--- config.mk ---
export PLATFORM = sky130hd
export DESIGN_NAME = timed_event_queue_scheduler_flat
export DESIGN_NICKNAME = d
export VERILOG_FILES = /design/src/sv/teqs_pkg.sv /design/src/sv/teqs_if.sv /design/src/sv/timed_event_queue_scheduler.sv /design/src/sv/teqs_datapath.sv /design/src/sv/teqs_ctrl.sv /design/src/flat_wrapper.sv
export SDC_FILE = /design/constraint.sdc
export NUM_CORES = 2
export LEC_CHECK = 0
export ABC_CLOCK_PERIOD_IN_PS = 16500
export BUFFER_PORTS_ARGS = -buffer_cell sky130_fd_sc_hd__buf_2
export CAP_MARGIN = 30
export CORE_MARGIN = 4
export CORE_UTILIZATION = 39
export CTS_CLUSTER_SIZE = 10
export DETAILED_ROUTE_END_ITERATION = 7
export SLEW_MARGIN = 20
export SYNTH_ARGS = -nofsm -noshare
export SYNTH_HDL_FRONTEND = slang
export SYNTH_SLANG_ARGS = --single-unit
--- constraint.sdc ---
create_clock -name clock -period 16.5 [get_ports clock]
set_input_delay 2.475 -clock clock [delete_from_list [all_inputs] [get_ports clock]]
set_output_delay 2.475 -clock clock [all_outputs]
set_load 0.1 [all_outputs]
--- src/sv/teqs_pkg.sv ---
// ----------------------------------------------------------------------------
// teqs_pkg
// Shared types and constants of the timed event queue scheduler.
// ----------------------------------------------------------------------------
package teqs_pkg;

   localparam int DEPTH_DEF = 32;

   typedef enum logic [2:0] {
      CMD_TICK   = 3'd0,
      CMD_ADD    = 3'd1,
      CMD_REMOVE = 3'd2,
      CMD_INIT   = 3'd3,
      CMD_START  = 3'd4,
      CMD_ENABLE = 3'd5,
      CMD_DISABLE = 3'd6,
      CMD_NOP    = 3'd7
   } cmd_type;

   typedef enum logic [2:0] {
      KIND_FIRED   = 3'd0,
      KIND_LATE    = 3'd1,
      KIND_QUEUED  = 3'd2,
      KIND_DROPPED = 3'd3,
      KIND_RM_FIRE = 3'd4,
      KIND_RM_SIL  = 3'd5,
      KIND_NOTFND  = 3'd6,
      KIND_DONE    = 3'd7
   } kind_type;

   // datapath operations issued by the controller
   typedef enum logic [3:0] {
      OP_NONE,
      OP_LOAD,      // latch request, set walk pointer
      OP_INIT,      // clear store, start free-stack refill
      OP_FLAGS,     // apply start/enable/disable
      OP_TICK_PRE,  // handle pending start
      OP_TICK_ADV,  // advance current time
      OP_RD_HEAD,   // read entry at head
      OP_RD_WALK,   // read entry at walk pointer
      OP_STEP,      // advance walk pointer
      OP_UNLINK,    // unlink walk pointer slot
      OP_INSERT,    // link new entry
      OP_REFILL     // one free-stack refill step
   } op_type;

   typedef struct packed {
      op_type     op;
      logic       emit;
      kind_type   kind;
      logic       last;
      logic       zero_keys;
      logic       entry_keys;
   } cmd_bus_type;

   typedef struct packed {
      cmd_type cmd;
      logic    late;
      logic    full;
      logic    empty;
      logic    enabled;
      logic    due_now;     // entry read is due (head fire)
      logic    key_match;   // entry read matches keys
      logic    ins_here;    // entry read has due <= new due
      logic    walk_end;    // walk count exhausted
      logic    refill_done;
      logic    fire;
   } stat_bus_type;

endpackage

--- src/sv/teqs_if.sv ---
// ----------------------------------------------------------------------------
// teqs_req_if / teqs_rsp_if / teqs_csr_if
// Valid/ready channels of the scheduler.
// ----------------------------------------------------------------------------
interface teqs_req_if;
   logic        valid;
   logic        ready;
   logic [2:0]  cmd;
   logic [31:0] due_time;
   logic [15:0] key_a;
   logic [15:0] key_b;
   logic        search_from_back;
   logic        fire_on_removal;
   modport source(output valid, cmd, due_time, key_a, key_b, search_from_back,
                  fire_on_removal, input ready);
   modport sink(input valid, cmd, due_time, key_a, key_b, search_from_back,
                fire_on_removal, output ready);
   modport monitor(input valid, ready, cmd, due_time, key_a, key_b, search_from_back,
                   fire_on_removal);
endinterface

interface teqs_rsp_if;
   logic        valid;
   logic        ready;
   logic [2:0]  kind;
   logic [15:0] out_key_a;
   logic [15:0] out_key_b;
   logic [5:0]  queued_count;
   logic        last;
   modport source(output valid, kind, out_key_a, out_key_b, queued_count, last,
                  input ready);
   modport sink(input valid, kind, out_key_a, out_key_b, queued_count, last,
                output ready);
   modport monitor(input valid, ready, kind, out_key_a, out_key_b, queued_count, last);
endinterface

interface teqs_csr_if;
   logic        valid;
   logic        ready;
   logic [15:0] timer_period;
   modport source(output valid, timer_period, input ready);
   modport sink(input valid, timer_period, output ready);
   modport monitor(input valid, ready, timer_period);
endinterface

--- src/sv/timed_event_queue_scheduler.sv ---
// One word at a time: the next is taken only when the list walk for the last is done.
// Reset: synchronous; a free-stack fill follows reset and each initialize word,
// during which no word is taken (register writes still are).
// ----------------------------------------------------------------------------
// timed_event_queue_scheduler
// Sorted timer event queue with free-slot stack and keyed removal.
// ----------------------------------------------------------------------------
module timed_event_queue_scheduler
   import teqs_pkg::*;
#(
   parameter int DEPTH = DEPTH_DEF
) (
   input logic       clock,
   input logic       reset,
   teqs_req_if.sink  req,
   teqs_rsp_if.source rsp,
   teqs_csr_if.sink  csr
);
   cmd_bus_type  ctl;
   stat_bus_type st;
   logic [15:0]  period_ff;

   // hold timer period register
   assign csr.ready = 1'b1;
   always_ff @(posedge clock) begin
      if (reset) period_ff <= 16'd1;
      else if (csr.valid) period_ff <= csr.timer_period;
   end

   teqs_ctrl u_ctrl (
      .clock(clock), .reset(reset), .st(st), .ctl(ctl),
      .req_valid(req.valid), .req_ready(req.ready),
      .rsp_valid(rsp.valid), .rsp_ready(rsp.ready)
   );

   teqs_datapath #(.DEPTH(DEPTH)) u_dp (
      .clock(clock), .reset(reset), .ctl(ctl), .st(st),
      .req_cmd(req.cmd), .req_due_time(req.due_time), .req_key_a(req.key_a),
      .req_key_b(req.key_b), .req_search_from_back(req.search_from_back),
      .req_fire_on_removal(req.fire_on_removal), .period(period_ff),
      .rsp_kind(rsp.kind), .rsp_out_key_a(rsp.out_key_a),
      .rsp_out_key_b(rsp.out_key_b), .rsp_queued_count(rsp.queued_count),
      .rsp_last(rsp.last)
   );
endmodule

--- src/sv/teqs_datapath.sv ---
// ----------------------------------------------------------------------------
// teqs_datapath
// Event store, linked list, free stack, time and result word register.
// ----------------------------------------------------------------------------
module teqs_datapath
   import teqs_pkg::*;
#(
   parameter int DEPTH = DEPTH_DEF
) (
   input  logic         clock,
   input  logic         reset,
   input  cmd_bus_type  ctl,
   output stat_bus_type st,
   input  logic [2:0]   req_cmd,
   input  logic [31:0]  req_due_time,
   input  logic [15:0]  req_key_a,
   input  logic [15:0]  req_key_b,
   input  logic         req_search_from_back,
   input  logic         req_fire_on_removal,
   input  logic [15:0]  period,
   output logic [2:0]   rsp_kind,
   output logic [15:0]  rsp_out_key_a,
   output logic [15:0]  rsp_out_key_b,
   output logic [5:0]   rsp_queued_count,
   output logic         rsp_last
);
   localparam int AW = (DEPTH > 1) ? $clog2(DEPTH) : 1;
   localparam int CW = $clog2(DEPTH + 1);

   // memories
   logic [31:0]   due_mem   [DEPTH];
   logic [15:0]   ka_mem    [DEPTH];
   logic [15:0]   kb_mem    [DEPTH];
   logic [AW-1:0] fwd_mem   [DEPTH];   // toward front
   logic [AW-1:0] bwd_mem   [DEPTH];   // toward back
   logic [AW-1:0] free_mem  [DEPTH];

   logic [31:0]   time_ff, time_in;
   logic          en_ff, pend_ff;
   logic [CW-1:0] count_ff, top_ff, walk_cnt_ff, refill_ff;
   logic [AW-1:0] head_ff, tail_ff, walk_ff;
   logic [2:0]    cmd_ff;
   logic [31:0]   due_ff;
   logic [15:0]   ka_ff, kb_ff;
   logic          back_ff, fire_ff;
   logic [31:0]   rd_due_ff;
   logic [15:0]   rd_ka_ff, rd_kb_ff;
   logic [AW-1:0] rd_fwd_ff, rd_bwd_ff, rd_slot_ff;
   logic [AW-1:0] rd_addr;
   logic [AW-1:0] free_top_slot;

   // read address of the entry memories
   always_comb begin
      rd_addr = (ctl.op == OP_RD_HEAD) ? head_ff : walk_ff;
   end
   assign free_top_slot = free_mem[AW'(top_ff - CW'(1))];

   // status toward the controller
   always_comb begin
      st.cmd         = cmd_type'(cmd_ff);
      st.late        = due_ff < time_ff;
      st.full        = count_ff >= CW'(DEPTH);
      st.empty       = count_ff == '0;
      st.enabled     = en_ff;
      st.due_now     = !(time_ff < rd_due_ff);
      st.key_match   = (rd_ka_ff == ka_ff) && (rd_kb_ff == kb_ff);
      st.ins_here    = due_ff >= rd_due_ff;
      st.walk_end    = walk_cnt_ff == count_ff;
      st.refill_done = refill_ff == CW'(DEPTH);
      st.fire        = fire_ff;
   end

   assign time_in = time_ff + {16'd0, period};

   // registered entry read
   always_ff @(posedge clock) begin
      if (ctl.op == OP_RD_HEAD || ctl.op == OP_RD_WALK) begin
         rd_due_ff  <= due_mem[rd_addr];
         rd_ka_ff   <= ka_mem[rd_addr];
         rd_kb_ff   <= kb_mem[rd_addr];
         rd_fwd_ff  <= fwd_mem[rd_addr];
         rd_bwd_ff  <= bwd_mem[rd_addr];
         rd_slot_ff <= rd_addr;
      end
   end

   // request latch
   always_ff @(posedge clock) begin
      if (ctl.op == OP_LOAD) begin
         cmd_ff  <= req_cmd;
         due_ff  <= req_due_time;
         ka_ff   <= req_key_a;
         kb_ff   <= req_key_b;
         back_ff <= req_search_from_back;
         fire_ff <= req_fire_on_removal;
      end
   end

   // list, free stack and time update
   always_ff @(posedge clock) begin
      if (reset) begin
         time_ff     <= '0;
         en_ff       <= 1'b0;
         pend_ff     <= 1'b0;
         count_ff    <= '0;
         top_ff      <= '0;
         head_ff     <= '0;
         tail_ff     <= '0;
         walk_ff     <= '0;
         walk_cnt_ff <= '0;
         refill_ff   <= '0;
      end else begin
         case (ctl.op)
            OP_LOAD: begin
               walk_ff     <= (req_cmd == CMD_REMOVE && req_search_from_back) ||
                              req_cmd == CMD_ADD ? tail_ff : head_ff;
               walk_cnt_ff <= '0;
            end
            OP_INIT: begin
               time_ff   <= '0;
               en_ff     <= 1'b0;
               pend_ff   <= 1'b0;
               count_ff  <= '0;
               head_ff   <= '0;
               tail_ff   <= '0;
               top_ff    <= '0;
               refill_ff <= '0;
            end
            OP_REFILL: begin
               // push slots DEPTH-1 down to 0 so slot 0 pops first
               free_mem[AW'(refill_ff)] <= AW'(CW'(DEPTH - 1) - refill_ff);
               refill_ff <= refill_ff + CW'(1);
               top_ff    <= top_ff + CW'(1);
            end
            OP_FLAGS: begin
               case (cmd_ff)
                  CMD_START: begin
                     en_ff   <= 1'b1;
                     pend_ff <= 1'b1;
                  end
                  CMD_ENABLE:  en_ff <= 1'b1;
                  CMD_DISABLE: en_ff <= 1'b0;
                  default: ;
               endcase
            end
            OP_TICK_PRE: begin
               if (pend_ff) begin
                  pend_ff <= 1'b0;
                  time_ff <= '0;
               end
            end
            OP_TICK_ADV: time_ff <= time_in;
            OP_STEP: begin
               walk_ff     <= (cmd_ff == CMD_ADD || back_ff) ? rd_fwd_ff : rd_bwd_ff;
               walk_cnt_ff <= walk_cnt_ff + CW'(1);
            end
            OP_UNLINK: begin
               if (count_ff > CW'(1)) begin
                  if (rd_slot_ff == head_ff) begin
                     head_ff <= rd_bwd_ff;
                     fwd_mem[rd_bwd_ff] <= rd_bwd_ff;
                  end else if (rd_slot_ff == tail_ff) begin
                     tail_ff <= rd_fwd_ff;
                     bwd_mem[rd_fwd_ff] <= rd_fwd_ff;
                  end else begin
                     bwd_mem[rd_fwd_ff] <= rd_bwd_ff;
                     fwd_mem[rd_bwd_ff] <= rd_fwd_ff;
                  end
               end
               free_mem[AW'(top_ff)] <= rd_slot_ff;
               top_ff   <= top_ff + CW'(1);
               count_ff <= count_ff - CW'(1);
            end
            OP_INSERT: begin
               // walk ended on a held entry (<=), ran past the head, or the store was empty
               due_mem[free_top_slot] <= due_ff;
               ka_mem[free_top_slot]  <= ka_ff;
               kb_mem[free_top_slot]  <= kb_ff;
               top_ff   <= top_ff - CW'(1);
               count_ff <= count_ff + CW'(1);
               if (count_ff == '0) begin
                  fwd_mem[free_top_slot] <= free_top_slot;
                  bwd_mem[free_top_slot] <= free_top_slot;
                  head_ff <= free_top_slot;
                  tail_ff <= free_top_slot;
               end else if (!st.walk_end) begin
                  fwd_mem[free_top_slot] <= rd_slot_ff;
                  if (rd_slot_ff == tail_ff) begin
                     bwd_mem[free_top_slot] <= free_top_slot;
                     tail_ff <= free_top_slot;
                  end else begin
                     bwd_mem[free_top_slot] <= rd_bwd_ff;
                     fwd_mem[rd_bwd_ff] <= free_top_slot;
                  end
                  bwd_mem[rd_slot_ff] <= free_top_slot;
               end else begin
                  bwd_mem[free_top_slot] <= head_ff;
                  fwd_mem[free_top_slot] <= free_top_slot;
                  fwd_mem[head_ff] <= free_top_slot;
                  head_ff <= free_top_slot;
               end
            end
            default: ;
         endcase
      end
   end

   // result word register
   always_ff @(posedge clock) begin
      if (ctl.emit) begin
         rsp_kind  <= ctl.kind;
         rsp_last  <= ctl.last;
         if (ctl.zero_keys) begin
            rsp_out_key_a <= '0;
            rsp_out_key_b <= '0;
         end else if (ctl.entry_keys) begin
            rsp_out_key_a <= rd_ka_ff;
            rsp_out_key_b <= rd_kb_ff;
         end else begin
            rsp_out_key_a <= ka_ff;
            rsp_out_key_b <= kb_ff;
         end
         case (ctl.kind)
            KIND_FIRED, KIND_RM_FIRE, KIND_RM_SIL:
               rsp_queued_count <= 6'(count_ff - CW'(1));
            KIND_QUEUED: rsp_queued_count <= 6'(count_ff + CW'(1));
            KIND_DONE: rsp_queued_count <= (cmd_ff == CMD_INIT) ? 6'd0 : 6'(count_ff);
            default: rsp_queued_count <= 6'(count_ff);
         endcase
      end
   end

   // free stack never overflows the memory
   assert property (@(posedge clock) disable iff (reset) top_ff <= CW'(DEPTH))
      else $error("free stack overflow");
   assert property (@(posedge clock) disable iff (reset)
      ctl.op == OP_INSERT |-> !st.full)
      else $error("insert into full store");
   assert property (@(posedge clock) disable iff (reset)
      ctl.op == OP_UNLINK |-> !st.empty)
      else $error("unlink from empty store");
endmodule

--- src/sv/teqs_ctrl.sv ---
// ----------------------------------------------------------------------------
// teqs_ctrl
// Sequencer of the scheduler: decodes one word and steps the datapath.
// ----------------------------------------------------------------------------
module teqs_ctrl
   import teqs_pkg::*;
(
   input  logic         clock,
   input  logic         reset,
   input  stat_bus_type st,
   output cmd_bus_type  ctl,
   input  logic         req_valid,
   output logic         req_ready,
   output logic         rsp_valid,
   input  logic         rsp_ready
);
   typedef enum logic [3:0] {
      S_REFILL, S_IDLE, S_DECODE, S_TICK_RD, S_TICK_CHK, S_WALK_RD, S_WALK_CHK,
      S_OUT, S_NEXT
   } state_type;

   state_type state_ff, state_in;
   logic      vld_ff, vld_in;
   logic      more_ff, more_in;   // tick continues after this word
   logic      adv_ff, adv_in;

   always_comb begin
      state_in = state_ff;
      vld_in   = vld_ff;
      more_in  = more_ff;
      adv_in   = adv_ff;
      ctl      = '{op: OP_NONE, emit: 1'b0, kind: KIND_DONE, last: 1'b1,
                   zero_keys: 1'b1, entry_keys: 1'b0};
      req_ready = 1'b0;
      if (vld_ff && rsp_ready) vld_in = 1'b0;
      case (state_ff)
         S_REFILL: begin
            if (st.refill_done) state_in = S_IDLE;
            else ctl.op = OP_REFILL;
         end
         S_IDLE: begin
            req_ready = !vld_ff || rsp_ready;
            if (req_valid && req_ready) begin
               ctl.op   = OP_LOAD;
               state_in = S_DECODE;
            end
         end
         S_DECODE: begin
            case (st.cmd)
               CMD_TICK: begin
                  ctl.op   = OP_TICK_PRE;
                  state_in = st.enabled ? S_TICK_RD : S_OUT;
                  adv_in   = 1'b0;
               end
               CMD_ADD: begin
                  ctl.kind = st.late ? KIND_LATE : (st.full ? KIND_DROPPED : KIND_QUEUED);
                  ctl.zero_keys = 1'b0;
                  if (st.late || st.full) begin
                     ctl.emit = 1'b1;
                     vld_in   = 1'b1;
                     state_in = S_IDLE;
                  end else if (st.empty || st.walk_end) begin
                     ctl.op = OP_INSERT; ctl.emit = 1'b1; vld_in = 1'b1;
                     state_in = S_IDLE;
                  end else begin
                     state_in = S_WALK_RD;
                  end
               end
               CMD_REMOVE: begin
                  if (st.walk_end) begin
                     ctl.emit = 1'b1; ctl.kind = KIND_NOTFND; ctl.zero_keys = 1'b0;
                     vld_in = 1'b1; state_in = S_IDLE;
                  end else state_in = S_WALK_RD;
               end
               CMD_INIT: begin
                  ctl.op = OP_INIT; ctl.emit = 1'b1; vld_in = 1'b1;
                  state_in = S_NEXT;
               end
               default: begin
                  ctl.op = OP_FLAGS; ctl.emit = 1'b1; vld_in = 1'b1;
                  state_in = S_IDLE;
               end
            endcase
         end
         S_TICK_RD: begin
            if (st.empty) begin
               ctl.op = OP_TICK_ADV; state_in = S_OUT;
            end else begin
               ctl.op = OP_RD_HEAD; state_in = S_TICK_CHK;
            end
         end
         S_TICK_CHK: begin
            if (!st.due_now) begin
               ctl.op = OP_TICK_ADV; state_in = S_OUT;
            end else if (!vld_ff || rsp_ready) begin
               ctl.op = OP_UNLINK; ctl.emit = 1'b1; ctl.kind = KIND_FIRED;
               ctl.last = 1'b0; ctl.zero_keys = 1'b0; ctl.entry_keys = 1'b1;
               vld_in = 1'b1; state_in = S_TICK_RD;
            end
         end
         S_WALK_RD: begin
            ctl.op = OP_RD_WALK; state_in = S_WALK_CHK;
         end
         S_WALK_CHK: begin
            if (st.cmd == CMD_ADD) begin
               if (st.ins_here) begin
                  ctl.op = OP_INSERT; ctl.emit = 1'b1; ctl.kind = KIND_QUEUED;
                  ctl.zero_keys = 1'b0; vld_in = 1'b1; state_in = S_NEXT;
               end else begin
                  ctl.op = OP_STEP; state_in = S_NEXT; adv_in = 1'b1;
               end
            end else if (st.key_match) begin
               ctl.op = OP_UNLINK; ctl.emit = 1'b1; ctl.zero_keys = 1'b0;
               ctl.kind = st.fire ? KIND_RM_FIRE : KIND_RM_SIL;
               vld_in = 1'b1; state_in = S_NEXT;
            end else begin
               ctl.op = OP_STEP; state_in = S_NEXT; adv_in = 1'b1;
            end
         end
         S_NEXT: begin
            // after an initialize word, start the refill; after a step, decide on walk end; otherwise finish
            if (st.cmd == CMD_INIT) state_in = S_REFILL;
            else if (!adv_ff) state_in = S_IDLE;
            else begin
               adv_in = 1'b0;
               if (!st.walk_end) state_in = S_WALK_RD;
               else if (st.cmd == CMD_ADD) begin
                  ctl.op = OP_INSERT; ctl.emit = 1'b1; ctl.kind = KIND_QUEUED;
                  ctl.zero_keys = 1'b0; vld_in = 1'b1; state_in = S_IDLE;
               end else begin
                  ctl.emit = 1'b1; ctl.kind = KIND_NOTFND; ctl.zero_keys = 1'b0;
                  vld_in = 1'b1; state_in = S_IDLE;
               end
            end
         end
         S_OUT: begin
            if (!vld_ff || rsp_ready) begin
               ctl.emit = 1'b1; vld_in = 1'b1; state_in = S_IDLE;
            end
         end
         default: state_in = S_IDLE;
      endcase
      // hold emission until the output register is free
      if (ctl.emit && vld_ff && !rsp_ready && state_ff != S_TICK_CHK &&
          state_ff != S_OUT) begin
         ctl = '{op: OP_NONE, emit: 1'b0, kind: KIND_DONE, last: 1'b1,
                 zero_keys: 1'b1, entry_keys: 1'b0};
         state_in = state_ff;
         vld_in   = vld_ff;
         adv_in   = adv_ff;
      end
      more_in = (state_in == S_TICK_RD);
   end

   assign rsp_valid = vld_ff;

   always_ff @(posedge clock) begin
      if (reset) begin
         state_ff <= S_REFILL;
         vld_ff   <= 1'b0;
         more_ff  <= 1'b0;
         adv_ff   <= 1'b0;
      end else begin
         state_ff <= state_in;
         vld_ff   <= vld_in;
         more_ff  <= more_in;
         adv_ff   <= adv_in;
      end
   end

   // a word is never overwritten while it waits
   assert property (@(posedge clock) disable iff (reset)
      vld_ff && !rsp_ready |-> !ctl.emit)
      else $error("result word overwritten");
   assert property (@(posedge clock) disable iff (reset)
      req_ready |-> state_ff == S_IDLE)
      else $error("request taken outside idle");
   assert property (@(posedge clock) disable iff (reset)
      more_ff |-> !req_ready)
      else $error("request taken during tick");
endmodule

--- src/flat_wrapper.sv ---
// flat-port wrapper written by rule: the top's interface ports become plain ports
module timed_event_queue_scheduler_flat import teqs_pkg::*;
#(
   parameter int DEPTH = DEPTH_DEF
)
  (clock, reset, req_valid, req_cmd, req_due_time, req_key_a, req_key_b, req_search_from_back, req_fire_on_removal, req_ready, rsp_valid, rsp_kind, rsp_out_key_a, rsp_out_key_b, rsp_queued_count, rsp_last, rsp_ready, csr_valid, csr_timer_period, csr_ready);
  teqs_req_if req_i ();
  teqs_rsp_if rsp_i ();
  teqs_csr_if csr_i ();
  input logic clock;
  input logic reset;
  input wire logic [$bits(req_i.valid)-1:0] req_valid;
  input wire logic [$bits(req_i.cmd)-1:0] req_cmd;
  input wire logic [$bits(req_i.due_time)-1:0] req_due_time;
  input wire logic [$bits(req_i.key_a)-1:0] req_key_a;
  input wire logic [$bits(req_i.key_b)-1:0] req_key_b;
  input wire logic [$bits(req_i.search_from_back)-1:0] req_search_from_back;
  input wire logic [$bits(req_i.fire_on_removal)-1:0] req_fire_on_removal;
  output wire logic [$bits(req_i.ready)-1:0] req_ready;
  output wire logic [$bits(rsp_i.valid)-1:0] rsp_valid;
  output wire logic [$bits(rsp_i.kind)-1:0] rsp_kind;
  output wire logic [$bits(rsp_i.out_key_a)-1:0] rsp_out_key_a;
  output wire logic [$bits(rsp_i.out_key_b)-1:0] rsp_out_key_b;
  output wire logic [$bits(rsp_i.queued_count)-1:0] rsp_queued_count;
  output wire logic [$bits(rsp_i.last)-1:0] rsp_last;
  input wire logic [$bits(rsp_i.ready)-1:0] rsp_ready;
  input wire logic [$bits(csr_i.valid)-1:0] csr_valid;
  input wire logic [$bits(csr_i.timer_period)-1:0] csr_timer_period;
  output wire logic [$bits(csr_i.ready)-1:0] csr_ready;
  assign req_i.valid = req_valid;
  assign req_i.cmd = req_cmd;
  assign req_i.due_time = req_due_time;
  assign req_i.key_a = req_key_a;
  assign req_i.key_b = req_key_b;
  assign req_i.search_from_back = req_search_from_back;
  assign req_i.fire_on_removal = req_fire_on_removal;
  assign req_ready = req_i.ready;
  assign rsp_valid = rsp_i.valid;
  assign rsp_kind = rsp_i.kind;
  assign rsp_out_key_a = rsp_i.out_key_a;
  assign rsp_out_key_b = rsp_i.out_key_b;
  assign rsp_queued_count = rsp_i.queued_count;
  assign rsp_last = rsp_i.last;
  assign rsp_i.ready = rsp_ready;
  assign csr_i.valid = csr_valid;
  assign csr_i.timer_period = csr_timer_period;
  assign csr_ready = csr_i.ready;
  timed_event_queue_scheduler #(.DEPTH(DEPTH)) u_core (.clock(clock), .reset(reset), .req(req_i), .rsp(rsp_i), .csr(csr_i));
endmodule
==> metrics.txt <==
outcome complete, no violations; Mapped Area 121000 sq um; root buf cell clkbuf_16; total design power 23.8 mW; Routed Antenna Nets 0; Achievable Freq 120 MHz; # setup viols final 0; CTS H-Tree Depth 5; Synth Instances roughly 10000; Slowest cell on crit path nor2_4; nets@finish between 10000 and 15000; initial DRC count ~11000; max_cap viols 0; met3 wire len 37.1 mm; min Tclk post-route about 8.4 ns; post-CTS sizing 0; CP top delay family simple AND/OR/NAND/NOR gates; Hold Crit Class flop to flop; IO Port Bufs about 130; crit path kind primary input to flop; flop2flop setup slack around 8.6 ns; Synth area leaders edfxtp_1 67%, nand2_1 8.2%, nand3_1 5.3%; worst-path fanout max between 40 and 50; crit path capture type flop; critical path depth 14; gr ovfl total 0; most frequent cell after synthesis edfxtp_1; RSZ-0062 raised after global routing false; top cells by count, synth 2718 x edfxtp_1, 2661 x nand2_1, 1279 x nand3_1; ys flop type edfxtp_1; max-slew violations 0; R2R Path End u_core.u_dp.due_mem[5][23]; slew margin rel. between 20% and 30%; Worst path max stage delay ~0.93 ns; Syn Area/Cell between 10 and 15 sq um; P_leak around 47 nW; RD Place Congestion around 0.91; Post-synth EDFFs around 2700; Worst-Skew Late Latency about 0.88 ns; Critical Path AT just under 9 ns; layout cell share with drive strength beyond 1 a little under a tenth; Num Clock Sinks about 2800; DR DRC count 0; vias in the first global route 80099; Rows a little over 200; crit-path most repeated cell nand2_1; setup_tns 0 ns; chip width around 570 um; metal2 WL 170 mm; Metal-1 WL 154 mm; vias 84149; Core ar. a little over 300000 sq um; Die Height 565 um; Starting Density between 30 and 40%; Worst Setup EP u_core.u_dp.due_mem[5][23]; Placed Cells 13815; Num CTS Buffers between 300 and 400; final hold viol count 0; maximum VDD drop between 0.0002 and 0.00025 V; Synth warnings 0; Hold Buf Count CTS 0; CTS tree yes; Max Root-Sink Buffers 4; WP data required roughly 17 ns; CP Cell Sequence buf_2 > nand2b_1 > and3_1 > nand2_1 > inv_6 > a211oi_1 > nand4b_1 > a211oi_1 > nand2_1 > or2_1 > nor2_1 > nand2_1 > nor2_4 > buf_4; pre-CTS setup slack between 7 and 8 ns; clock skew 0.0707 ns; CP bufs+invs 3; initial antenna violation count 14; clk slew on worst S/H paths ~0.060 ns; Total GRT Usage ~23%; Critical Path Source Type primary input; synth unique cells 90; DP Area roughly 130000 sq um; area grow syn2layout 12.5%; Final Non-Filler Cells ~14000; PD cells about 170 nW/um^2; Worst Slack Setup Final roughly 8.1 ns; Async SR Flop Fraction 0%; Worst-Margin Slew roughly 1.1 ns; R2R depth 14; first-pass iteration count of the detailed router 7; Seq cells post-synth 2812; Setup Buffers After CTS 0; Total Die Area 320000 sq um; highest metal used met5; vias per cell 5.90; DP Wirelength approximately 220 mm; fin crit share just over 50%; post-DR wirelength/cell around 26 um; final WL roughly 380 mm; Post-Layout Inst Area between 100000 and 150000 sq um; post-synth top area share 67.4%; post-synthesis sequential area ratio between 60% and 70%; largest area contributor in the netlist edfxtp_1; r2r startpoint u_core.u_dp.due_ff[20]; Critical Path Source rsp_ready; I/O Pins 135; pin count of the biggest net entering global routing 163; syn nets between 10000 and 15000; first-pass GRT wire length 545 mm
-- final cells by class --
type / instances / area, sq um
fill: 27753 / 173000
sequential: 2812 / 83500
multi-input combinational: 6385 / 34900
clock buffer: 404 / 8770
tap: 4120 / 5150
timing repair buffer: 414 / 3160
inverter: 103 / 414
clock inverter: 26 / 370
antenna: 8 / 20.0
-- cell families after synthesis --
group | Yosys count | synth area share [%]
AND/OR/NAND/NOR | 4749 | 17.0
XOR/XNOR | 78 | 0.564
buffers and inverters | 862 | 2.78
adder cells (fa/ha/maj) | 119 | 1.24
multiplexers | 177 | 2.00
other | 1 | 0.00310
flip-flops | 2812 | 68.9
AO/OA/AOI/OAI | 1261 | 7.46
-- state kept, by name (all words and copies together) (netlist names), 16 cells and up --
name                       count
u_core.u_dp.rd_ka_ff          16
u_core.u_dp.due_mem         1024
u_core.u_dp.due_ff            32
u_core.u_dp.rsp_out_key_a     16
u_core.period_ff              16
u_core.u_dp.kb_ff             16
u_core.u_dp.bwd_mem          160
u_core.u_dp.time_ff           32
u_core.u_dp.rd_due_ff         32
u_core.u_dp.ka_ff             16
u_core.u_dp.rd_kb_ff          16
u_core.u_dp.ka_mem           512
u_core.u_dp.rsp_out_key_b     16
u_core.u_dp.kb_mem           512
u_core.u_dp.fwd_mem          160
u_core.u_dp.free_mem         160
-- layer usage --
metal | global-route usage, % | up-vias
li1 | - | 37043
met1 | 32.0 | 41774
met2 | 35.1 | 4521
met3 | 4.37 | 801
met4 | 8.16 | 10
met5 | 0 | -
-- worst register-to-register path, delay by kind of cell, from the launching register on --
kind,cells,cell delay (ns)
adder cells (fa/ha/maj),1,0.47
AO/OA/AOI/OAI,4,1.17
buffers and inverters,2,1.11
flip-flops,1,0.35
AND/OR/NAND/NOR,7,4.35
-- through the flow --
step	utilization (%)	hold slack, ns
floorplan	-	0.440
global placement	40.9	0.478
detailed placement	41.0	0.490
CTS	44.0	0.499
global route	44.1	0.522
finish	44.1	0.501
-- cells in the final DEF (no fill, tap or decap), types with 61 or more instances in the layout --
| cell type | Yosys | final |
|---|---|---|
| a211oi_1 | 147 | 145 |
| nand2_1 | 2661 | 2661 |
| a311oi_1 | 378 | 372 |
| ha_1 | 118 | 118 |
| and3_1 | 182 | 179 |
| o21ai_0 | 176 | 171 |
| inv_1 | 99 | 99 |
| a31oi_1 | 96 | 94 |
| clkbuf_16 | 0 | 339 |
| clkbuf_1 | 638 | 61 |
| buf_2 | 82 | 164 |
| mux2i_1 | 120 | 109 |
| dfxtp_1 | 94 | 93 |
| nand3_1 | 1279 | 1279 |
| nor2_1 | 371 | 335 |
| buf_4 | 7 | 212 |
| a21oi_1 | 108 | 107 |
| a21o_1 | 107 | 106 |
| o21ai_1 | 85 | 84 |
| edfxtp_1 | 2718 | 2718 |
-- power by group --
group          switching [mW]  internal, mW  total [mW]  leakage (nW)
clock network            2.75          3.75        6.49          4.45
logic                    6.34          2.08        8.41          17.3
registers               0.246          8.69        8.94          25.2
total                    9.33          14.5        23.8          46.9
-- worst min path at each step --
stage	start	end	slack [ns]	cells after the start
after floorplan	u_core.u_dp.walk_ff[0]	u_core.u_dp.walk_ff[0]	0.44	1
after global placement	u_core.u_dp.time_ff[31]	u_core.u_dp.time_ff[31]	0.48	2
after detailed placement	u_core.u_ctrl.adv_ff	u_core.u_ctrl.adv_ff	0.49	2
after CTS	u_core.u_ctrl.adv_ff	u_core.u_ctrl.adv_ff	0.50	2
after global routing	u_core.u_ctrl.adv_ff	u_core.u_ctrl.adv_ff	0.52	2
final	u_core.u_ctrl.adv_ff	u_core.u_ctrl.adv_ff	0.50	2
(Power assumes the default switching activity.)
